## src/rtl/sed_pkg.sv

```systemverilog
// ----------------------------------------------------------------------------
// sed_pkg - stereo expander downmix shared definitions
// Sample format, gain constants, payload structs and rounding helpers.
// ----------------------------------------------------------------------------
package sed_pkg;

  localparam int SAMPLE_BITS = 24;
  localparam int SW          = SAMPLE_BITS;
  localparam int TW          = SAMPLE_BITS - 1;      // threshold in sample units
  localparam int REG_W       = 23;
  localparam int RATIO_FRAC  = 20;
  localparam int GAIN_FRAC   = 23;
  localparam int GAIN_W      = 25;
  localparam int PROD_W      = SW + GAIN_W + 1;
  localparam int OFF_W       = TW + REG_W + 2;
  localparam int ACC_W       = SW + REG_W + 4;
  localparam int NUM_W       = TW + RATIO_FRAC;
  localparam int CNT_W       = $clog2(NUM_W + 1);
  localparam int PIPE_DEPTH  = 7;

  localparam logic [REG_W-1:0] RATIO_ONE = REG_W'(1 << RATIO_FRAC);

  localparam logic signed [GAIN_W-1:0] GAIN_M6DB = 25'sd4204263;
  localparam logic signed [GAIN_W-1:0] GAIN_M3DB = 25'sd5938680;
  localparam logic signed [GAIN_W-1:0] GAIN_M2DB = 25'sd6663308;

  localparam logic signed [ACC_W-1:0] ACC_SMAX =
    {{(ACC_W-SW+1){1'b0}}, {(SW-1){1'b1}}};
  localparam logic signed [ACC_W-1:0] ACC_SMIN =
    {{(ACC_W-SW+1){1'b1}}, {(SW-1){1'b0}}};
  localparam logic signed [ACC_W-1:0] EXP_RND = ACC_W'(1 << (RATIO_FRAC - 1));
  localparam logic signed [PROD_W-1:0] GAIN_RND = PROD_W'(1 << (GAIN_FRAC - 1));

  typedef enum logic {
    CFG_THRESHOLD = 1'b0,
    CFG_RATIO     = 1'b1
  } sed_cfg_idx_t;

  typedef enum logic [1:0] {
    SEL_PASS = 2'd0,
    SEL_POS  = 2'd1,
    SEL_NEG  = 2'd2,
    SEL_ZERO = 2'd3
  } sed_sel_t;

  typedef struct packed {
    logic signed [SW-1:0] left_sample;
    logic signed [SW-1:0] right_sample;
  } sed_in_t;

  typedef struct packed {
    logic signed [SW-1:0] out_front_left;
    logic signed [SW-1:0] out_side_a;
    logic signed [SW-1:0] out_centre;
    logic signed [SW-1:0] out_side_b;
    logic signed [SW-1:0] out_front_right;
  } sed_out_t;

  // expander settings shared by both lanes
  typedef struct packed {
    logic                    bypass;
    logic [REG_W-1:0]        ratio;
    logic [TW-1:0]           thr;
    logic [TW-1:0]           zero_pt;
    logic signed [OFF_W-1:0] offset;
  } sed_exp_cfg_t;

  function automatic logic signed [SW-1:0] sat_acc(input logic signed [ACC_W-1:0] v);
    if (v > ACC_SMAX) begin
      return {1'b0, {(SW-1){1'b1}}};
    end else if (v < ACC_SMIN) begin
      return {1'b1, {(SW-1){1'b0}}};
    end else begin
      return v[SW-1:0];
    end
  endfunction

  // round half up on a Q1.23 gain product, then saturate
  function automatic logic signed [SW-1:0] gain_round(input logic signed [PROD_W-1:0] p);
    logic signed [PROD_W-1:0] r;
    r = (p + GAIN_RND) >>> GAIN_FRAC;
    return sat_acc(ACC_W'(r));
  endfunction

endpackage

```

## src/rtl/sed_merge.sv

```systemverilog
// ----------------------------------------------------------------------------
// sed_merge - downmix merge
// Centre and side values from both lanes, final sums and output register.
// ----------------------------------------------------------------------------
module sed_merge (
  input  logic                          clk,
  input  logic signed [sed_pkg::SW-1:0] left_scaled_i,
  input  logic signed [sed_pkg::SW-1:0] right_scaled_i,
  input  logic signed [sed_pkg::SW-1:0] left_exp_i,
  input  logic signed [sed_pkg::SW-1:0] right_exp_i,
  output sed_pkg::sed_out_t             res_o
);
  import sed_pkg::*;

  logic signed [SW:0]       sum;
  logic signed [PROD_W-1:0] pc3_r, pc3_nxt;
  logic signed [SW-1:0]     c4_r, c5_r, c6_r;
  logic signed [PROD_W-1:0] pb5_r, pb5_nxt;
  logic signed [SW-1:0]     b6_r;
  sed_out_t                 res_r, res_nxt;

  assign sum     = (SW+1)'(left_scaled_i) + (SW+1)'(right_scaled_i);
  assign pc3_nxt = PROD_W'(sum) * PROD_W'(GAIN_M3DB);
  assign pb5_nxt = PROD_W'(c4_r) * PROD_W'(GAIN_M6DB);

  always_comb begin
    res_nxt.out_front_left  = sat_acc(ACC_W'(left_exp_i) + ACC_W'(b6_r));
    res_nxt.out_side_a      = b6_r;
    res_nxt.out_centre      = c6_r;
    res_nxt.out_side_b      = b6_r;
    res_nxt.out_front_right = sat_acc(ACC_W'(right_exp_i) + ACC_W'(b6_r));
  end

  always_ff @(posedge clk) begin
    pc3_r <= pc3_nxt;
    c4_r  <= gain_round(pc3_r);
    pb5_r <= pb5_nxt;
    c5_r  <= c4_r;
    b6_r  <= gain_round(pb5_r);
    c6_r  <= c5_r;
    res_r <= res_nxt;
  end

  assign res_o = res_r;

endmodule

```

## config.mk

```make
export PLATFORM = sky130hd
export DESIGN_NAME = sed_merge
export DESIGN_NICKNAME = d
export VERILOG_FILES = /design/src/rtl/sed_pkg.sv /design/src/rtl/sed_merge.sv
export SDC_FILE = /design/constraint.sdc
export NUM_CORES = 2
export LEC_CHECK = 0
export ABC_AREA = 1
export BUFFER_PORTS_ARGS = -buffer_cell sky130_fd_sc_hd__buf_2
export CAP_MARGIN = 20
export CORE_MARGIN = 2
export CORE_UTILIZATION = 34
export DETAILED_ROUTE_END_ITERATION = 10
export HOLD_SLACK_MARGIN = 0.15
export SLEW_MARGIN = 20
export SYNTH_ARGS = -nofsm -noshare
export SYNTH_HDL_FRONTEND = slang
export SYNTH_SLANG_ARGS = --single-unit
```

## constraint.sdc

```tcl
create_clock -name clk -period 11.7 [get_ports clk]
set_input_delay 2.925 -clock clk [delete_from_list [all_inputs] [get_ports clk]]
set_output_delay 2.925 -clock clk [all_outputs]
set_load 0.01 [all_outputs]
```

Yosys cells after proc, flatten, opt, wreduce, memory -nomap -nowiden:

Index checks and enable logic that the tools add are counted.

* flip-flop bits (word level): 287
* bits of input ports: 97
* output and inout bits: 120
* word-level logic and storage cells: 29

* $add $sub $neg: 5
* multiply operators: 2
* $lt $le $gt $ge: 8
* multiplexer cells: 4

Operator list (count)
* 24-bit two-way mux: 4
* 24-bit by 24-bit adder with 25-bit output: 3
* 50-bit by 24-bit adder with 50-bit output (second input constant): 1
* 25-bit by 24-bit greater-than comparator with 1-bit output (second input constant): 2
* 25-bit by 24-bit < comparator with 1-bit output (second input constant): 2
* 48-bit by 24-bit adder with 49-bit output (second input constant): 1
* 24-bit by 24-bit multiplier with 48-bit output (second input constant): 1
* 25-bit by 21-bit multiplier with 46-bit output (second input constant): 1
* 27-bit by 24-bit greater-than comparator with 1-bit output (second input constant): 1
* 27-bit by 24-bit < comparator with 1-bit output (second input constant): 1
* 26-bit by 24-bit greater-than comparator with 1-bit output (second input constant): 1
* 26-bit by 24-bit < comparator with 1-bit output (second input constant): 1

Longest topological paths before layout:

* depth in word-level cells: 3
* mapped depth: 40
* mapped depth without buffers: 39

Worst setup path before layout:

OpenSTA, ideal clock, no wires.

* path type: input-to-reg
* start point: input left_scaled_i[0] (netlist bit)
* end point: register pc3_r[48]
* library setup time: 0.112 ns
* data arrival time: 10.210 ns
* data required time: 11.588 ns
* slack: 1.378 ns
* cell stages on the path: 37
* path buffers: 0
* cell sequence: ha_1 -> inv_1 -> fa_1 -> inv_1 -> nand3_1 -> nand3_2 -> nand2_1 -> nand2_1 -> nand2_1 -> nand3_1 -> nand2_2 -> nand2_4 -> inv_1 -> fa_1 -> inv_1 -> fa_1 -> inv_1 -> fa_1 -> inv_1 -> fa_1 -> fa_1 -> fa_1 -> inv_1 -> fa_1 -> inv_1 -> ha_1 -> nand2_1 -> nor2_1 -> inv_1 -> nor2_1 -> nand2_1 -> nor2_1 -> nand2_1 -> nand3_1 -> inv_1 -> nand2_1 -> nand2_1

* cells in the longest elaborated chain, start to end: 2

Ends and longest elaborated chain
* start: declaration: line sed_merge.sv:7 `input logic signed [sed_pkg::SW-1:0] left_scaled_i,`
* 24-bit by 24-bit adder with 25-bit output: line sed_merge.sv:22 `assign sum = (SW+1)'(left_scaled_i) + (SW+1)'(right_scaled_i);`
* 25-bit by 21-bit multiplier with 46-bit output: line sed_merge.sv:23 `assign pc3_nxt = PROD_W'(sum) * PROD_W'(GAIN_M3DB);`
* net pc3_nxt[48]: line sed_merge.sv:16 `logic signed [PROD_W-1:0] pc3_r, pc3_nxt;`
* end signal: assignment: line sed_merge.sv:35 `pc3_r <= pc3_nxt;`
* end: declaration: line sed_merge.sv:16

The timed path passes the listed nets, and every way through them passes these cells.
A chain may end at the register's enable or synchronous reset.

Worst setup path after layout:

* start point: input left_scaled_i[0] (netlist bit)
* end point: register pc3_r[44]

The elaborated chain is that of the path after synthesis.

==> qor.csv <==
metric,value,unit
tightest_slew,0.973,ns
post_drt_wl_per_cell,17.0,um
syn-num-nets,5363,
clk_pin_slew_worst_paths,0.07,ns
clock_sinks,245,
totalWireLength,99600,um
layout_setup_ws,1.38,ns
start_kind,input port,
maxCapViolCount,0,
layout_commonest_cell,inv_1,
via_per_inst,4.71,
initial_core_util,34.3,%
gp_congestion,0.970,
final_cell_mix,"inv_1, nand2_1, ha_1, fa_1, nor2_1",
grt_pass1_vias,27800,
die_x,322,um
crit_top_cell,inv_1,
worstPathMaxFanout,34,
netlist_area,34300,um2
clk_latency,0.60,ns
hold_class,register to register,
antenna_found_initial,1,
dpl.hpwl,87400,um
coreArea,100000,um2
netlist_instances,4318,
root_buffer,clkbuf_16,
ctsHoldBuffers,0,
io_pins,217,
portBuffers,216,
vias,27600,
num-fill-cells,10500,
crit_type,input port to register,
critPathRequiredTime,12.17,ns
fin_setup_tns,0,ns
num_rows,116,
cts_htree_levels,1,
synth.top_cell.area_share,26.9,%
drtIter0Drc,1688,
area_growth,10.4,%
ant_nets,0,
yosys.area.top_type,fa_1,
nets,5586,
ctsResizeCount,0,
overflow,0,
fin_crit,10.32,ns
place_ws,0.893,ns
relSlewSlack,35.0,%
post-cts-setup-buffers,0,
ys_ff_latch,245,
yosys.cell_types.count,51,
numCtsBuffers,29,
fin_worst_skew,0.0278,ns
firstDrtPassIters,6,
finalMaxSlewViolations,0,
cts_tree,done,
crit_slowest_cell,fa_1,
hold_viol_final,0,
clock.fmax,96.9,MHz
die_area,104000,um2
grt_max_degree,48,
grt_pass1_wl,158000,um
clockBufferDepth,3,
utilization,37.8,%
ys_top_cells_by_area,"fa_1, ha_1, dfxtp_1",
syn_avg_cell_area,7.95,um2
post-route-period-util,88.2,%
drc,0,
grt_usage,19.4,%
finalSetupViolCount,0,
drive_above_1_share,8.04,%
status,"complete, no violations",
seq_area_frac_synth,14.3,%
cp.arrival,10.79,ns
end_kind,register,
die_height,322,um
slowest_delay,0.60,ns
ys_warn_count,0,
rsz0062_at_grt,no,
## routing by layer
metal | wire length (um) | global-route usage [%] | vias up
met5 | 0 | 0 | -
met4 | 2170 | 3.82 | 0
met3 | 5620 | 2.46 | 118
met2 | 44600 | 31.8 | 774
met1 | 47300 | 27.5 | 13100
li1 | - | - | 13600
## Yosys cell counts, drive strengths merged
cell type	number
a21boi	6
a21o	11
a21oi	192
a31oi	5
and2	6
and3	1
buf	43
clkbuf	2
clkinv	3
dfxtp	245
fa	462
ha	486
inv	1038
nand2	903
nand2b	1
nand3	142
nand3b	5
nand4	67
nor2	299
nor3	49
nor3b	5
nor4	7
o211ai	1
o21a	8
o21ai	146
o21bai	31
o22ai	1
o31ai	1
or2	7
xnor2	51
xnor3	1
xor2	93
## per-stage QoR
step	hold slack, ns	area, um2	cells
2_1_floorplan	0.310	34300	4318
3_3_place_gp	0.310	36900	5808
3_5_place_dp	0.312	36900	5808
4_1_cts	0.312	37900	5861
5_1_grt	0.318	37900	5861
6_report	0.319	37900	5862
## sequential cells by signal (all words and copies together) (netlist names)
register	count
res_o	96
pb5_r	27
pc3_r	27
b6_r	24
c4_r	24
c6_r	24
c5_r	23
## critical path: cells and delay by family
family                   cells  cell delay, ns
adder cells (fa/ha/maj)     10            4.59
AND/OR/NAND/NOR             15            2.36
buffers and inverters       11            0.89
## final timing paths
| check | start | end | slack (ns) | depth (start not counted) |
|---|---|---|---|---|
| hold / removal | c6_r[20]$_DFF_P_ | res_o[68]$_DFF_P_ | 0.32 | 0 |
| setup / recovery | left_scaled_i[0] | pc3_r[44]$_DFF_P_ | 1.38 | 36 |
| hold reg to reg | c6_r[20]$_DFF_P_ | res_o[68]$_DFF_P_ | 0.32 | 0 |
| setup reg to reg | c4_r[23]$_SDFF_PN0_ | pb5_r[30]$_DFF_P_ | 5.37 | 21 |
## cell type report
class	instances	area (um2)	share of cell area [%]
flip-flops and latches	245	4910	12.9
inverters	1041	3910	10.3
clock inverters	17	262	0.690
diodes	1	2.50	0.00660
clock buffers	36	782	2.06
well taps	1298	1620	4.29
repair buffers	237	1240	3.27
multi-input cells	2987	25200	66.4
## cells by family (layout without fill, tap and decap cells)
kind of cell / Yosys count / in the layout / synth area share (%)
XOR/XNOR: 145 / 145 / 3.76
other: 0 / 1 / 0
flip-flops: 245 / 245 / 14.3
adder cells (fa/ha/maj): 948 / 948 / 44.6
AND/OR/NAND/NOR: 1492 / 1492 / 18.3
buffers and inverters: 1086 / 1331 / 12.4
AO/OA/AOI/OAI: 402 / 402 / 6.57
Power is not shown: default switching activity piles up to over one toggle a cycle in this logic, so the estimate is an artifact.
