## config.mk

```make
export PLATFORM = sky130hd
export DESIGN_NAME = sed_zdiv
export DESIGN_NICKNAME = d
export VERILOG_FILES = /design/src/rtl/sed_pkg.sv /design/src/rtl/sed_zdiv.sv
export SDC_FILE = /design/constraint.sdc
export NUM_CORES = 1
export LEC_CHECK = 0
export BUFFER_PORTS_ARGS = -buffer_cell sky130_fd_sc_hd__buf_2
export CORE_MARGIN = 2
export CORE_UTILIZATION = 40
export DETAILED_ROUTE_END_ITERATION = 7
export HOLD_SLACK_MARGIN = 0.05
export SYNTH_ARGS = -nofsm -noshare
export SYNTH_HDL_FRONTEND = slang
export SYNTH_SLANG_ARGS = --single-unit
export TNS_END_PERCENT = 30
```

## constraint.sdc

```tcl
create_clock -name clk -period 3.7 [get_ports clk]
set_input_delay 0.37 -clock clk [delete_from_list [all_inputs] [get_ports clk]]
set_output_delay 0.37 -clock clk [all_outputs]
set_load 0.1 [all_outputs]
```

## src/rtl/sed_pkg.sv

```systemverilog
// ----------------------------------------------------------------------------
// sed_pkg - stereo expander downmix shared definitions
// Sample format, gain constants, payload structs and rounding helpers.
// ----------------------------------------------------------------------------
package sed_pkg;

  localparam int SAMPLE_BITS = 24;
  localparam int SW          = SAMPLE_BITS;
  localparam int TW          = SAMPLE_BITS - 1;      // threshold in sample units
  localparam int REG_W       = 23;
  localparam int RATIO_FRAC  = 20;
  localparam int GAIN_FRAC   = 23;
  localparam int GAIN_W      = 25;
  localparam int PROD_W      = SW + GAIN_W + 1;
  localparam int OFF_W       = TW + REG_W + 2;
  localparam int ACC_W       = SW + REG_W + 4;
  localparam int NUM_W       = TW + RATIO_FRAC;
  localparam int CNT_W       = $clog2(NUM_W + 1);
  localparam int PIPE_DEPTH  = 7;

  localparam logic [REG_W-1:0] RATIO_ONE = REG_W'(1 << RATIO_FRAC);

  localparam logic signed [GAIN_W-1:0] GAIN_M6DB = 25'sd4204263;
  localparam logic signed [GAIN_W-1:0] GAIN_M3DB = 25'sd5938680;
  localparam logic signed [GAIN_W-1:0] GAIN_M2DB = 25'sd6663308;

  localparam logic signed [ACC_W-1:0] ACC_SMAX =
    {{(ACC_W-SW+1){1'b0}}, {(SW-1){1'b1}}};
  localparam logic signed [ACC_W-1:0] ACC_SMIN =
    {{(ACC_W-SW+1){1'b1}}, {(SW-1){1'b0}}};
  localparam logic signed [ACC_W-1:0] EXP_RND = ACC_W'(1 << (RATIO_FRAC - 1));
  localparam logic signed [PROD_W-1:0] GAIN_RND = PROD_W'(1 << (GAIN_FRAC - 1));

  typedef enum logic {
    CFG_THRESHOLD = 1'b0,
    CFG_RATIO     = 1'b1
  } sed_cfg_idx_t;

  typedef enum logic [1:0] {
    SEL_PASS = 2'd0,
    SEL_POS  = 2'd1,
    SEL_NEG  = 2'd2,
    SEL_ZERO = 2'd3
  } sed_sel_t;

  typedef struct packed {
    logic signed [SW-1:0] left_sample;
    logic signed [SW-1:0] right_sample;
  } sed_in_t;

  typedef struct packed {
    logic signed [SW-1:0] out_front_left;
    logic signed [SW-1:0] out_side_a;
    logic signed [SW-1:0] out_centre;
    logic signed [SW-1:0] out_side_b;
    logic signed [SW-1:0] out_front_right;
  } sed_out_t;

  // expander settings shared by both lanes
  typedef struct packed {
    logic                    bypass;
    logic [REG_W-1:0]        ratio;
    logic [TW-1:0]           thr;
    logic [TW-1:0]           zero_pt;
    logic signed [OFF_W-1:0] offset;
  } sed_exp_cfg_t;

  function automatic logic signed [SW-1:0] sat_acc(input logic signed [ACC_W-1:0] v);
    if (v > ACC_SMAX) begin
      return {1'b0, {(SW-1){1'b1}}};
    end else if (v < ACC_SMIN) begin
      return {1'b1, {(SW-1){1'b0}}};
    end else begin
      return v[SW-1:0];
    end
  endfunction

  // round half up on a Q1.23 gain product, then saturate
  function automatic logic signed [SW-1:0] gain_round(input logic signed [PROD_W-1:0] p);
    logic signed [PROD_W-1:0] r;
    r = (p + GAIN_RND) >>> GAIN_FRAC;
    return sat_acc(ACC_W'(r));
  endfunction

endpackage

```

## src/rtl/sed_zdiv.sv

```systemverilog
// ----------------------------------------------------------------------------
// sed_zdiv - expander zero point
// Restoring divider, one quotient bit per cycle: z = T - T*2^20/R, >= 0.
// ----------------------------------------------------------------------------
module sed_zdiv (
  input  logic                      clk,
  input  logic                      rst_n,
  input  logic                      load_i,
  input  logic [sed_pkg::TW-1:0]    thr_i,
  input  logic [sed_pkg::REG_W-1:0] ratio_i,
  output logic                      busy_o,
  output logic [sed_pkg::TW-1:0]    zero_pt_o
);
  import sed_pkg::*;

  logic             run_r, run_nxt;
  logic             fin_r, fin_nxt;
  logic [CNT_W-1:0] cnt_r;
  logic [NUM_W-1:0] num_r;
  logic [REG_W-1:0] rem_r;
  logic [TW-1:0]    zero_r, zero_nxt;
  logic [REG_W:0]   rem_sh;
  logic [REG_W-1:0] rem_nxt;
  logic             ge;
  logic             last;

  // remainder stays below the ratio, so it fits in REG_W bits
  assign last    = (cnt_r == CNT_W'(1));
  assign rem_sh  = {rem_r, num_r[NUM_W-1]};
  assign ge      = (rem_sh >= {1'b0, ratio_i});
  assign rem_nxt = ge ? REG_W'(rem_sh - {1'b0, ratio_i}) : rem_sh[REG_W-1:0];

  always_comb begin
    run_nxt = run_r;
    if (load_i) begin
      run_nxt = 1'b1;
    end else if (run_r && last) begin
      run_nxt = 1'b0;
    end
    fin_nxt = run_r && last && !load_i;
    // quotient at or above T (or zero ratio) clamps the zero point to 0
    if ((ratio_i != '0) && (num_r < NUM_W'(thr_i))) begin
      zero_nxt = thr_i - num_r[TW-1:0];
    end else begin
      zero_nxt = '0;
    end
  end

  always_ff @(posedge clk) begin
    if (!rst_n) begin
      run_r <= 1'b0;
      fin_r <= 1'b0;
    end else begin
      run_r <= run_nxt;
      fin_r <= fin_nxt;
    end
  end

  always_ff @(posedge clk) begin
    if (load_i) begin
      num_r <= {thr_i, {RATIO_FRAC{1'b0}}};
      rem_r <= '0;
      cnt_r <= CNT_W'(NUM_W);
    end else if (run_r) begin
      num_r <= {num_r[NUM_W-2:0], ge};
      rem_r <= rem_nxt;
      cnt_r <= cnt_r - CNT_W'(1);
    end
    if (fin_r) begin
      zero_r <= zero_nxt;
    end
  end

  assign busy_o    = run_r | fin_r;
  assign zero_pt_o = zero_r;

endmodule

```

# After elaboration in Yosys (flattened, before gate mapping)

Index checks and enable logic that the tools add are counted.
Widths: inputs -> output; s select.

Memories: 0
Word-level logic and storage cells: 26
Register bits after elaboration: 97
Memory bits (read-only): 0
Output and inout bits: 24
RAM bits: 0
Input port bits: 49
Bits in latches: 0

Equality and inequality tests: 1
Add/sub/neg operators: 3
Order comparisons: 2
Reduce and logical (&&, ||, !) cells: 7
Div/mod/pow operators: 0
Shifts and indexed selects: 0
Bitwise logic cells: 1
Multipliers: 0
Multiplexer cells: 5

Operator list:

| kind                | count |
|---|---|
| $mux 43             | 2 |
| $sub 23x23->23      | 2 |
| $lt 43x23->1        | 1 |
| $ge 24x23->1        | 1 |
| $mux 23             | 1 |
| $reduce_bool 23->1  | 1 |
| $eq 6x1->1 const B  | 1 |
| $sub 6x1->6 const B | 1 |
| $reduce_bool 2->1   | 2 |
| $logic_and 1x1->1   | 3 |
| $mux 1              | 2 |
| $logic_not 1->1     | 1 |
| $or 1x1->1          | 1 |

# Longest topological paths before layout

Depth after elaboration: 4
Depth in mapped cells: 14
Gate-level depth less buffers: 12

# Worst setup path after synthesis

No wires, ideal clock.

Path type: in2reg
Start: input port thr_i[0] (netlist bit)
End: register zero_r[22], in the netlist zero_pt_o[22], data pin
Path slack: 1043 ps
Cell stages on the path: 12
Setup time: 266 ps
Buffers on the path: 0
Arrival time: 2391 ps
Required time: 3434 ps
Path through: inv_1 > ha_1 > fa_1 > nor2b_1 > o31ai_2 > a211oi_1 > o31ai_2 > o21ai_2 > a211oi_1 > o31a_1 > xor2_1 > nor2_1

Word-level cells in the longest chain between the ends: 2

Ends and longest elaborated chain:

| element              | RTL line       | text |
|---|---|---|
| from (decl)          | sed_zdiv.sv:9  | `input logic [sed_pkg::TW-1:0] thr_i,` |
| $lt 43x23->1         | sed_zdiv.sv:42 | `if ((ratio_i != '0) && (num_r < NUM_W'(thr_i))) begin` |
| $logic_and 1x1->1    | sed_zdiv.sv:42 |  |
| to (signal assigned) | sed_zdiv.sv:70 | `zero_r <= zero_nxt;` |
| to (decl)            | sed_zdiv.sv:21 | `logic [TW-1:0] zero_r, zero_nxt;` |

Several ways; a longest one is shown, not always the timed one.
A chain may end at the register's enable or synchronous reset.

# Final worst setup path

Start: register num_r[9]
End: register zero_r[18], in the netlist zero_pt_o[18], data pin

Word-level cells in the longest chain between the ends: 2

Ends and longest elaborated chain:

| element                | RTL line       | text |
|---|---|---|
| from (decl)            | sed_zdiv.sv:19 | `logic [NUM_W-1:0] num_r;` |
| from (signal assigned) | sed_zdiv.sv:61 | `num_r <= {thr_i, {RATIO_FRAC{1'b0}}};` |
| from (signal assigned) | sed_zdiv.sv:65 | `num_r <= {num_r[NUM_W-2:0], ge};` |
| $lt 43x23->1           | sed_zdiv.sv:42 |  |
| $logic_and 1x1->1      | sed_zdiv.sv:42 |  |

Several ways; a longest one is shown, not always the timed one.

==> results.cfg <==
[outcome]
status = completed

[clock_tree]
clkLatencyLatePin_ns = 0.35
root_buffer = clkbuf_16
postCtsSetupBuffers = 0
cts_tree = built
cts_buffers = 9
hold_buffers = 0
clkSlewWorstSetupHoldPaths_ns = 0.08
cts_resized = 0
cts_htree_levels = 3
clockBufferDepth = 2
cts_sinks = 97

[critical_path]
slowest_stage = o41ai_4
worstSetupStartpoint = num_r[9]
start_kind = register
critPathKind = reg2reg
crit_path_frequent_cell = and3_1
crit_path_end_kind = register
cp_max_fo = 18
cp_data_arrival_time_ns = 3.24
cp_slowest_stage_delay_ns = 0.92
path_cells = ha_1 -> and3_1 -> and3_1 -> o21ai_0 -> o21ai_1 -> a211oi_2 -> o41ai_4 -> buf_4 -> nor2_1
critical_path.reg2reg.startpoint = num_r[9]
required_ns = 3.80

[die]
die_h_um = 133.5
start_util_pct = 40.73
dieWidth_um = 133.5
die_area_sq_um = 17820
pin_count = 73
row_count = 47
core-area_sq_um = 16470

[routing]
ant_nets = 0
drtIter0Drc = 367
drt-total-wl_um = 16030
vias = 5324
vias_per_cell = 5.194
drt-pass1-iter-count = 5
wl_per_cell_um = 15.64
drc = 0

[global_route]
track_usage_pct = 18.74
grt_max_degree = 66
antenna_found_initial = 0
grt_pass1_wl_um = 26540
gr-total-overflow = 0
grt_pass1_vias = 5050

[final_layout]
final_nets = 921
antenna_cells = 0
layout-drive-gt1-share_pct = 14.53
synthToLayoutAreaGrowth_pct = 13.62
fin_util_pct = 46.28

[sta]
fin_tns_setup_ns = 0
worst_slew_pin_slew_ns = 1.153
finClkSkew_ns = 0.01174
period_needed_ns = 3.143
worst_slack_ns = 0.5568
final-hold-violation-count = 0
finalCritPeriodShare_pct = 84.95
final-max-slew-violation-count = 0
setup_viol = 0
rsz0062_at_grt = no
fmax_ghz = 0.3182
slew_headroom_pct = 22.89
hold_ws_ns = 0.2536

[yosys]
yosysWarnings = 0
syn_area_sq_um = 6706
netlist_instances = 732
synth_top_cells_by_count = inv_1, nor2_1, ha_1
synth_edf_count = 46
synthAdderAreaFrac_pct = 13.66
yosys.area.top_type = edfxtp_1
ys_seq_elements = 97
async_flop_share_pct = 0
synth_top_family_by_area = compound AO/OA/AOI/OAI gates
synth_xor_area_share_pct = 4.571
ys.flop_type = dfxtp_1
synth.top_cell.area_share_pct = 20.60
ys_seq_area_share_pct = 35.82
synth_compound_gate_area_share_pct = 19.50
synth_simple_gate_area_share_pct = 14.68
synthMuxAreaShare_pct = 5.522
syn-num-nets = 853
ys_types = 69
yosysMostFrequentCell = inv_1
synthTopCellsByArea = edfxtp_1, dfxtp_1, ha_1
syn_avg_cell_area_sq_um = 9.162

[power_and_ir_drop]
powerDensity_nw_per_um2 = 366.0
ir_drop_mv = 0.2869
total_leakage_power_nw = 3.464
finalPower_mw = 2.789

[hold_path]
min_from = rst_n
hold_path_class = in2reg

[place]
dp_slack_ns = 0.3606
port_buffers = 72
place.gp.congestion = 0.8928
dp_hpwl_um = 12200

[run]
maxCapViolations = 0
cells by family after synthesis:
logic type	Yosys count
simple gates	203
compound gates	181
buf+inv	107
flops	97
fa+ha+maj	72
mux	37
xor+xnor	35
worst max-delay path: cells and delay by family (launching register included):
family	cells	cell delay, ns
adder cells (fa/ha/maj)	1	0.40
buffers and inverters	1	0.29
AO/OA/AOI/OAI	4	1.34
AND/OR/NAND/NOR	3	0.49
flip-flops	1	0.36
area by class of cell:
type                    instances  area (sq um)
inverters                      83         311.5
well taps                     220         275.3
clock inverters                 7         77.57
repair buffers                 81         427.9
multi-input cells             528          3899
fillers                      1645          8846
flip-flops and latches         97          2404
clock buffers                   9         225.2
registers in the layout (all words and copies together) (netlist names):
name       count
zero_pt_o     23
cnt_r          6
run_r          1
fin_r          1
rem_r         23
num_r         43
routing by layer:
metal  vias up  GRT usage (%)  part of all wire (%)
li1       2735              -                     -
met5         -              0                     0
met2       111          30.24                    46
met1      2461          25.60                    49
met4         0          6.265                   2.0
met3        17          3.120                   3.4
power breakdown:
group / switching [mW] / total, mW / internal [mW]
logic: 0.337 / 0.596 / 0.259
clock network: 0.444 / 0.977 / 0.532
registers: 0.0437 / 1.22 / 1.17
final timing paths:
kind	end	slack, ns	cells after the start
worst max-delay path	zero_pt_o[18]	0.56	9
worst min-delay path	run_r	0.25	3
worst max register to register	zero_pt_o[18]	0.56	9
worst min register to register	rem_r[21]	0.48	2
placed cells by master (no fill, tap or decap), types with 9 or more instances in the layout:
master / instances
clkbuf_16: 9
o21ai_0: 25
a211oi_1: 18
nor2_1: 73
edfxtp_1: 46
o21a_1: 10
a21o_1: 22
xor2_1: 12
buf_2: 72
buf_4: 9
nor2b_1: 13
nand2_1: 38
nor3_1: 16
ha_1: 70
mux2i_1: 37
dfxtp_1: 50
a22o_1: 21
inv_1: 83
a21oi_1: 36
xnor2_1: 23
nand3_1: 12
per-stage QoR:
step	area, sq um	instances
detailed placement	7317	1009
finish	7620	1025
floorplan	6706	732
CTS	7620	1025
global route	7620	1025
global placement	7317	1009
(Power assumes the default switching activity.)
