### config.mk
export PLATFORM = sky130hd
export DESIGN_NAME = sed_lane
export DESIGN_NICKNAME = d
export VERILOG_FILES = /design/src/rtl/sed_pkg.sv /design/src/rtl/sed_lane.sv
export SDC_FILE = /design/constraint.sdc
export NUM_CORES = 2
export LEC_CHECK = 0
export ABC_AREA = 1
export BUFFER_PORTS_ARGS = -buffer_cell sky130_fd_sc_hd__buf_4
export CAP_MARGIN = 20
export CORE_UTILIZATION = 66
export CTS_BUF_LIST = sky130_fd_sc_hd__clkbuf_8 sky130_fd_sc_hd__clkbuf_16
export CTS_CLUSTER_DIAMETER = 50
export CTS_CLUSTER_SIZE = 10
export DETAILED_ROUTE_END_ITERATION = 10
export GPL_TIMING_DRIVEN = 0
export PLACE_DENSITY = 0.9
export SYNTH_ARGS = -nofsm -noshare
export SYNTH_HDL_FRONTEND = slang
export SYNTH_SLANG_ARGS = --single-unit
### constraint.sdc
create_clock -name clk -period 9.4 [get_ports clk]
set_input_delay 0.94 -clock clk [delete_from_list [all_inputs] [get_ports clk]]
set_output_delay 0.94 -clock clk [all_outputs]
set_load 0.1 [all_outputs]
### src/rtl/sed_pkg.sv
// ----------------------------------------------------------------------------
// sed_pkg - stereo expander downmix shared definitions
// Sample format, gain constants, payload structs and rounding helpers.
// ----------------------------------------------------------------------------
package sed_pkg;

  localparam int SAMPLE_BITS = 24;
  localparam int SW          = SAMPLE_BITS;
  localparam int TW          = SAMPLE_BITS - 1;      // threshold in sample units
  localparam int REG_W       = 23;
  localparam int RATIO_FRAC  = 20;
  localparam int GAIN_FRAC   = 23;
  localparam int GAIN_W      = 25;
  localparam int PROD_W      = SW + GAIN_W + 1;
  localparam int OFF_W       = TW + REG_W + 2;
  localparam int ACC_W       = SW + REG_W + 4;
  localparam int NUM_W       = TW + RATIO_FRAC;
  localparam int CNT_W       = $clog2(NUM_W + 1);
  localparam int PIPE_DEPTH  = 7;

  localparam logic [REG_W-1:0] RATIO_ONE = REG_W'(1 << RATIO_FRAC);

  localparam logic signed [GAIN_W-1:0] GAIN_M6DB = 25'sd4204263;
  localparam logic signed [GAIN_W-1:0] GAIN_M3DB = 25'sd5938680;
  localparam logic signed [GAIN_W-1:0] GAIN_M2DB = 25'sd6663308;

  localparam logic signed [ACC_W-1:0] ACC_SMAX =
    {{(ACC_W-SW+1){1'b0}}, {(SW-1){1'b1}}};
  localparam logic signed [ACC_W-1:0] ACC_SMIN =
    {{(ACC_W-SW+1){1'b1}}, {(SW-1){1'b0}}};
  localparam logic signed [ACC_W-1:0] EXP_RND = ACC_W'(1 << (RATIO_FRAC - 1));
  localparam logic signed [PROD_W-1:0] GAIN_RND = PROD_W'(1 << (GAIN_FRAC - 1));

  typedef enum logic {
    CFG_THRESHOLD = 1'b0,
    CFG_RATIO     = 1'b1
  } sed_cfg_idx_t;

  typedef enum logic [1:0] {
    SEL_PASS = 2'd0,
    SEL_POS  = 2'd1,
    SEL_NEG  = 2'd2,
    SEL_ZERO = 2'd3
  } sed_sel_t;

  typedef struct packed {
    logic signed [SW-1:0] left_sample;
    logic signed [SW-1:0] right_sample;
  } sed_in_t;

  typedef struct packed {
    logic signed [SW-1:0] out_front_left;
    logic signed [SW-1:0] out_side_a;
    logic signed [SW-1:0] out_centre;
    logic signed [SW-1:0] out_side_b;
    logic signed [SW-1:0] out_front_right;
  } sed_out_t;

  // expander settings shared by both lanes
  typedef struct packed {
    logic                    bypass;
    logic [REG_W-1:0]        ratio;
    logic [TW-1:0]           thr;
    logic [TW-1:0]           zero_pt;
    logic signed [OFF_W-1:0] offset;
  } sed_exp_cfg_t;

  function automatic logic signed [SW-1:0] sat_acc(input logic signed [ACC_W-1:0] v);
    if (v > ACC_SMAX) begin
      return {1'b0, {(SW-1){1'b1}}};
    end else if (v < ACC_SMIN) begin
      return {1'b1, {(SW-1){1'b0}}};
    end else begin
      return v[SW-1:0];
    end
  endfunction

  // round half up on a Q1.23 gain product, then saturate
  function automatic logic signed [SW-1:0] gain_round(input logic signed [PROD_W-1:0] p);
    logic signed [PROD_W-1:0] r;
    r = (p + GAIN_RND) >>> GAIN_FRAC;
    return sat_acc(ACC_W'(r));
  endfunction

endpackage

### src/rtl/sed_lane.sv
// ----------------------------------------------------------------------------
// sed_lane - one channel lane
// -6 dB scale, hard-knee expander, -2 dB scale; six register stages.
// ----------------------------------------------------------------------------
module sed_lane (
  input  logic                          clk,
  input  logic signed [sed_pkg::SW-1:0] x_i,
  input  sed_pkg::sed_exp_cfg_t         cfg_i,
  output logic signed [sed_pkg::SW-1:0] scaled_o,
  output logic signed [sed_pkg::SW-1:0] expanded_o
);
  import sed_pkg::*;

  logic signed [PROD_W-1:0] p1_r, p1_nxt;
  logic signed [SW-1:0]     a2_r;
  logic signed [ACC_W-1:0]  m3_r, m3_nxt;
  logic signed [SW-1:0]     a3_r;
  sed_sel_t                 sel3_r, sel3_nxt;
  logic signed [SW-1:0]     y4_r, y4_nxt;
  logic signed [PROD_W-1:0] p5_r, p5_nxt;
  logic signed [SW-1:0]     y6_r;

  logic signed [SW:0]       x_w, t_w, z_w;
  logic signed [ACC_W-1:0]  off_w, acc, ysh;

  assign p1_nxt = PROD_W'(x_i) * PROD_W'(GAIN_M6DB);

  // knee regions on the scaled sample
  assign x_w = (SW+1)'(a2_r);
  assign t_w = $signed({2'b00, cfg_i.thr});
  assign z_w = $signed({2'b00, cfg_i.zero_pt});

  always_comb begin
    m3_nxt = ACC_W'($signed({1'b0, cfg_i.ratio})) * ACC_W'(a2_r);
    if (cfg_i.bypass) begin
      sel3_nxt = SEL_PASS;
    end else if ((x_w < t_w) && (x_w > z_w)) begin
      sel3_nxt = SEL_POS;
    end else if (((x_w <= z_w) && (x_w > 0)) || ((x_w >= -z_w) && (x_w < 0))) begin
      sel3_nxt = SEL_ZERO;
    end else if ((x_w > -t_w) && (x_w < -z_w)) begin
      sel3_nxt = SEL_NEG;
    end else begin
      sel3_nxt = SEL_PASS;
    end
  end

  assign off_w = ACC_W'(cfg_i.offset);
  assign acc   = m3_r + ((sel3_r == SEL_NEG) ? -off_w : off_w) + EXP_RND;
  assign ysh   = acc >>> RATIO_FRAC;

  always_comb begin
    case (sel3_r)
      SEL_POS:  y4_nxt = sat_acc(ysh);
      SEL_NEG:  y4_nxt = sat_acc(ysh);
      SEL_ZERO: y4_nxt = '0;
      default:  y4_nxt = a3_r;
    endcase
  end

  assign p5_nxt = PROD_W'(y4_r) * PROD_W'(GAIN_M2DB);

  always_ff @(posedge clk) begin
    p1_r   <= p1_nxt;
    a2_r   <= gain_round(p1_r);
    m3_r   <= m3_nxt;
    a3_r   <= a2_r;
    sel3_r <= sel3_nxt;
    y4_r   <= y4_nxt;
    p5_r   <= p5_nxt;
    y6_r   <= gain_round(p5_r);
  end

  assign scaled_o   = a2_r;
  assign expanded_o = y6_r;

endmodule

; After elaboration in Yosys (flattened, before gate mapping)
; Index checks and enable logic that the tools add are counted.
[totals]
inputBits = 143
output_inout_bits = 48
regBits = 242
word_cells = 52
[classes]
n_reduce_logical = 7
n_eq_ne = 3
add_sub_neg = 7
magnitude_cmp = 14
n_mul = 3
muxes = 9
[op_table]
columns = op, n
row1 = 24-bit two-way mux, 4
row2 = 48-bit by 51-bit adder with 51-bit output, 1
row3 = 51-bit by 21-bit adder with 51-bit output (second input constant), 1
row4 = 51-bit two-way mux, 1
row5 = 48-bit negator with 51-bit output, 1
row6 = 50-bit by 24-bit adder with 50-bit output (second input constant), 1
row7 = 23-bit negator with 25-bit output, 2
row8 = 48-bit by 24-bit adder with 49-bit output (second input constant), 1
row9 = 24-bit by 24-bit multiplier with 48-bit output, 1
row10 = 24-bit by 24-bit multiplier with 48-bit output (second input constant), 1
row11 = 24-bit case mux with 2 select lines, 1
row12 = 24-bit by 22-bit multiplier with 46-bit output (second input constant), 1
row13 = 31-bit by 24-bit > comparator with 1-bit output (second input constant), 1
row14 = 31-bit by 24-bit less-than comparator with 1-bit output (second input constant), 1
row15 = 27-bit by 24-bit > comparator with 1-bit output (second input constant), 1
row16 = 27-bit by 24-bit less-than comparator with 1-bit output (second input constant), 1
row17 = 26-bit by 24-bit > comparator with 1-bit output (second input constant), 1
row18 = 26-bit by 24-bit less-than comparator with 1-bit output (second input constant), 1
row19 = 24-bit by 25-bit >= comparator with 1-bit output, 1
row20 = 24-bit by 25-bit > comparator with 1-bit output, 1
row21 = 24-bit by 25-bit less-than comparator with 1-bit output, 1
row22 = 24-bit by 1-bit > comparator with 1-bit output (second input constant), 1
row23 = 24-bit > comparator, 1
row24 = 24-bit less-or-equal comparator, 1
row25 = other kinds (9), 15

; Depth between registers and ports, before layout
[logic_depth]
ltp_word = 8
depth_mapped = 35
depth_no_buf = 34

; Worst setup path before layout
; No wires, ideal clock.
[synth_timing]
path_kind = flip-flop to flip-flop
from = reg a2_r[23], in the netlist scaled_o[23]
to = reg m3_r[46]
n_path_buf = 2
setup_ps = 127
synth_period_minus_slack_ps = 7278
required_ps = 9273
setup_slack_ps = 2122
t_arrival_ps = 7151
path_stages_with_launch = 24
path_cell_list = dfxtp_1 -> inv_1 -> clkbuf_1 -> clkbuf_1 -> or2_2 -> fa_1 -> fa_1 -> inv_1 -> fa_1 -> fa_1 -> fa_1 -> fa_1 -> inv_1 -> fa_1 -> inv_1 -> ha_1 -> a21oi_1 -> o21a_1 -> o21ai_0 -> a21oi_1 -> o21ai_0 -> a21oi_1 -> o21ai_0 -> xor2_1
[synth_between]
elab_chain_len = 1
[synth_lines]
columns = item, line_no
row1 = from (decl), sed_lane.sv:15  ; logic signed [SW-1:0] a2_r;
row2 = from (signal assigned), sed_lane.sv:65  ; a2_r <= gain_round(p1_r);
row3 = 24-bit by 24-bit multiplier with 48-bit output, sed_lane.sv:34  ; m3_nxt = ACC_W'($signed({1'b0, cfg_i.ratio})) * ACC_W'(a2_r);
row4 = named net m3_nxt[46], sed_lane.sv:16  ; logic signed [ACC_W-1:0] m3_r, m3_nxt;
row5 = to (signal assigned), sed_lane.sv:66  ; m3_r <= m3_nxt;
row6 = to (decl), sed_lane.sv:16
; The timed path passes the listed nets, and every way through them passes these cells.
; A chain may end at the register's enable or synchronous reset.

; Worst setup path in the final report
[layout_timing]
from = reg a2_r[15], in the netlist scaled_o[15]
to = reg m3_r[45]
; The elaborated chain is that of the path after synthesis.

==> key figures <==
GRT
  • Vias in the first global route: 48.08k
  • Overall Global Routing Usage: 41.30%
  • First-pass GRT wire length: 255.7 mm
  • Initial antenna violation count: 7
  • Largest net degree at the start of global routing: 31
  • Gr ovfl total: 0

Place
  • Pre-CTS WS: 0.8682 ns
  • Placer's final routability congestion estimate: 1.054
  • Hpwl dp: 140.3 mm
  • Buffers on Ports: 190

Die
  • IO Pins: 191
  • Die width: 285.0 µm
  • CORE AREA: 0.07913 mm²
  • # rows: 103
  • Initial Util: 66.82%
  • Full die area: 0.08125 mm²
  • Die Y: 285.0 µm

Worst setup path
  • Crit-path slowest cell: dfxtp_1
  • Worst r2r src: scaled_o[15]$_SDFF_PN1_
  • Type of origin of the critical path: flop
  • Worst Setup End Kind: flop
  • Max stage delay on crit path: 1.23 ns
  • R2r worst-path depth: 24
  • Required @ worst endpoint: 9.76 ns
  • Crit path buf inv count: 7
  • Crit path cell chain: clkbuf_1, nand2_1, fa_1, inv_1, fa_1, inv_1, fa_1, inv_1, fa_1, fa_1, fa_1, inv_1, fa_1, inv_1, ha_1, clkbuf_1, nand4_1, nor2_1, nand4_1, o21ai_0, nand2_1, nand2_1, a21oi_1, xor2_1
  • Cell family with most CP delay: adder cells
  • CP Max Fanout: 12
  • Most frequent CP cell: fa_1
  • Crit path DAT: 9.25 ns
  • R2R Setup Slk: 0.50 ns
  • RR Endpoint: m3_r[45]$_DFF_P_
  • Crit Path Class: flop to flop

Timing
  • Final setup fails: 0
  • Setup repair after global routing missed its margin: false
  • Part of the cycle the worst path needs: 94.63%
  • Setup_tns: 0 ns
  • Post-layout minimum cycle time: 8.896 ns
  • Final Hold Fails: 0
  • Worst-margin pin slew: 1.358 ns
  • Clock Skews: 0.01762 ns
  • Pins Over Slew Limit: 0
  • Worst slew margin: 9.312%
  • Setup slack after layout: 0.5044 ns
  • Fin Hold WS: 0.4384 ns
  • Fmax: 0.1124 GHz

Layout
  • Final nets: 8,816
  • Fraction of layout cells with a size suffix above 1: 4.765%
  • Layout area overhead: 6.434%
  • Core Util, Final: 71.12%

Min path
  • Hold Crit Endpoint: y4_r[15]$_DFF_P_
  • Hold wc startpoint: a3_r[15]$_DFF_P_
  • Worst Hold Depth: 2
  • Hold Crit Class: flop to flop

Clocking
  • H-tree lvl count: 4
  • Root Buffer: clkbuf_16
  • Postcts setup bufs: 0
  • Hold_buf cts: 0
  • Clk buf depth: 2
  • CTS Buf Count: 17
  • TritonCTS clock tree: built
  • Post-cts gate resize count: 0
  • Clock transition at path regs: 0.07 ns
  • Clock sink total: 198
  • Clk Latency, worst-skew pair: 0.48 ns

Logic synthesis
  • Synth warn: 0
  • Synth async-reset ratio: 0%
  • Gate Count Post-Synth: 6,805
  • Sequential fraction of the synthesis area: 7.497%
  • Mean Syn Cell Area: 7.770 µm²
  • Ys flop type: dfxtp_1
  • Synth cell types: 59
  • Seq cells post-synth: 198
  • Synthesized area: 0.05287 mm²
  • Post-synth EDFFs: 0
  • Mapped Nets: 8,604

Detailed routing
  • Via count: 45.90k
  • DRT antenna net count: 0
  • 1st-iter DRT viols: 3,876
  • Wire length after detailed routing: 164.7 mm
  • DR vias/cell: 5.678
  • 1st-pass router iterations: 6
  • # DRC: 0
  • WL/cell: 20.38 µm

Job
  • Max-cap viol count: 0

Outcome
  • Status: finished, final reports clean
-- flip-flops by register name, summed over array words and instances (netlist names) --
name and flops:
m3_r 48, p1_r 26, p5_r 26, a3_r 24, expanded_o 24, scaled_o 24
y4_r 24, sel3_r 2
-- cell families after synthesis --
group,synth area share [%]
AND/OR/NAND/NOR,16.85
adder cells (fa/ha/maj),51.20
flip-flops,7.497
XOR/XNOR,4.373
multiplexers,0.02130
buffers and inverters,13.82
AO/OA/AOI/OAI,6.233
-- how the worst max path moves through the flow --
stage	startpoint	end	slack, ns	cells past startpoint
2_1_floorplan	scaled_o[23]$_SDFF_PN0_	m3_r[46]$_DFF_P_	2.12	23
3_3_place_gp	cfg_i[99]	m3_r[45]$_DFF_P_	0.88	25
3_5_place_dp	cfg_i[99]	m3_r[45]$_DFF_P_	0.87	25
4_1_cts	scaled_o[15]$_SDFF_PN1_	m3_r[45]$_DFF_P_	0.85	24
5_1_grt	scaled_o[15]$_SDFF_PN1_	m3_r[45]$_DFF_P_	0.35	24
6_report	scaled_o[15]$_SDFF_PN1_	m3_r[45]$_DFF_P_	0.50	24
-- worst register-to-register path, stage by stage, from the launching register on --
cell	delay (ns)
dfxtp_1	1.23
clkbuf_1	0.78
nand2_1	0.18
fa_1	0.65
inv_1	0.09
fa_1	0.50
inv_1	0.05
fa_1	0.47
inv_1	0.05
fa_1	0.52
fa_1	0.52
fa_1	0.55
inv_1	0.06
fa_1	0.58
inv_1	0.06
ha_1	0.27
clkbuf_1	0.30
nand4_1	0.17
nor2_1	0.18
nand4_1	0.09
o21ai_0	0.75
nand2_1	0.13
nand2_1	0.17
a21oi_1	0.10
xor2_1	0.31
-- cell usage after synthesis, drive strengths merged, types with 13 or more instances --
library cell | instances | share of area [%]
a31oi | 24 | 0.28
ha | 811 | 19
xnor2 | 92 | 1.5
dfxtp | 198 | 7.5
a21oi | 288 | 2.7
o21a | 24 | 0.34
nor4 | 19 | 0.22
inv | 1810 | 13
xor2 | 172 | 2.8
o21ai | 172 | 1.6
o21bai | 17 | 0.26
or2 | 39 | 0.46
buf | 13 | 0.18
fa | 845 | 32
nand3 | 121 | 1.2
nand4 | 67 | 0.82
nand2 | 1463 | 11
nor3 | 69 | 0.78
clkbuf | 109 | 0.78
nor2 | 368 | 2.7
a21o | 14 | 0.20
-- layout make-up --
cell class	instances	area (µm²)
tap	1050	1314
inverter	1812	6802
sequential	198	3964
buffer	122	508.0
antenna	4	10.01
clock inverter	15	143.9
multi-input combinational	4673	41600
fill	6283	22850
clock buffer	17	425.4
timing repair buffer	193	1509
-- metal layers --
layer | global-route usage (%) | vias up | wire length, µm
li1 | - | 20920 | -
met1 | 48.41 | 21770 | 59530
met2 | 68.26 | 2474 | 76270
met3 | 8.696 | 734 | 15920
met4 | 27.86 | 4 | 13010
met5 | 0 | - | 26
-- stage by stage --
step           area [µm²]  instances
6_report            56280       8084
5_1_grt             56270       8080
4_1_cts             56210       8078
3_5_place_dp        55640       8046
3_3_place_gp        55610       8045
2_1_floorplan       52870       6805
-- placed cells by master, fill, tap and decap left out, drive strengths merged, types with 9 or more instances in the layout --
| cell | Yosys | layout |
|---|---|---|
| nor4 | 19 | 19 |
| nor2 | 368 | 368 |
| nor3 | 69 | 69 |
| a21o | 14 | 14 |
| o21ai | 172 | 172 |
| o21bai | 17 | 17 |
| xor2 | 172 | 172 |
| ha | 811 | 811 |
| nand4 | 67 | 67 |
| a31oi | 24 | 24 |
| or2 | 39 | 39 |
| fa | 845 | 845 |
| dfxtp | 198 | 198 |
| o21a | 24 | 24 |
| xnor2 | 92 | 92 |
| a21oi | 288 | 288 |
| o211ai | 9 | 9 |
| nand2 | 1463 | 1463 |
| nand3 | 121 | 121 |
| buf | 13 | 206 |
| clkbuf | 109 | 126 |
| inv | 1810 | 1820 |
| a21boi | 9 | 9 |
Power is not shown: default switching activity piles up to over one toggle a cycle in this logic, so the estimate is an artifact.
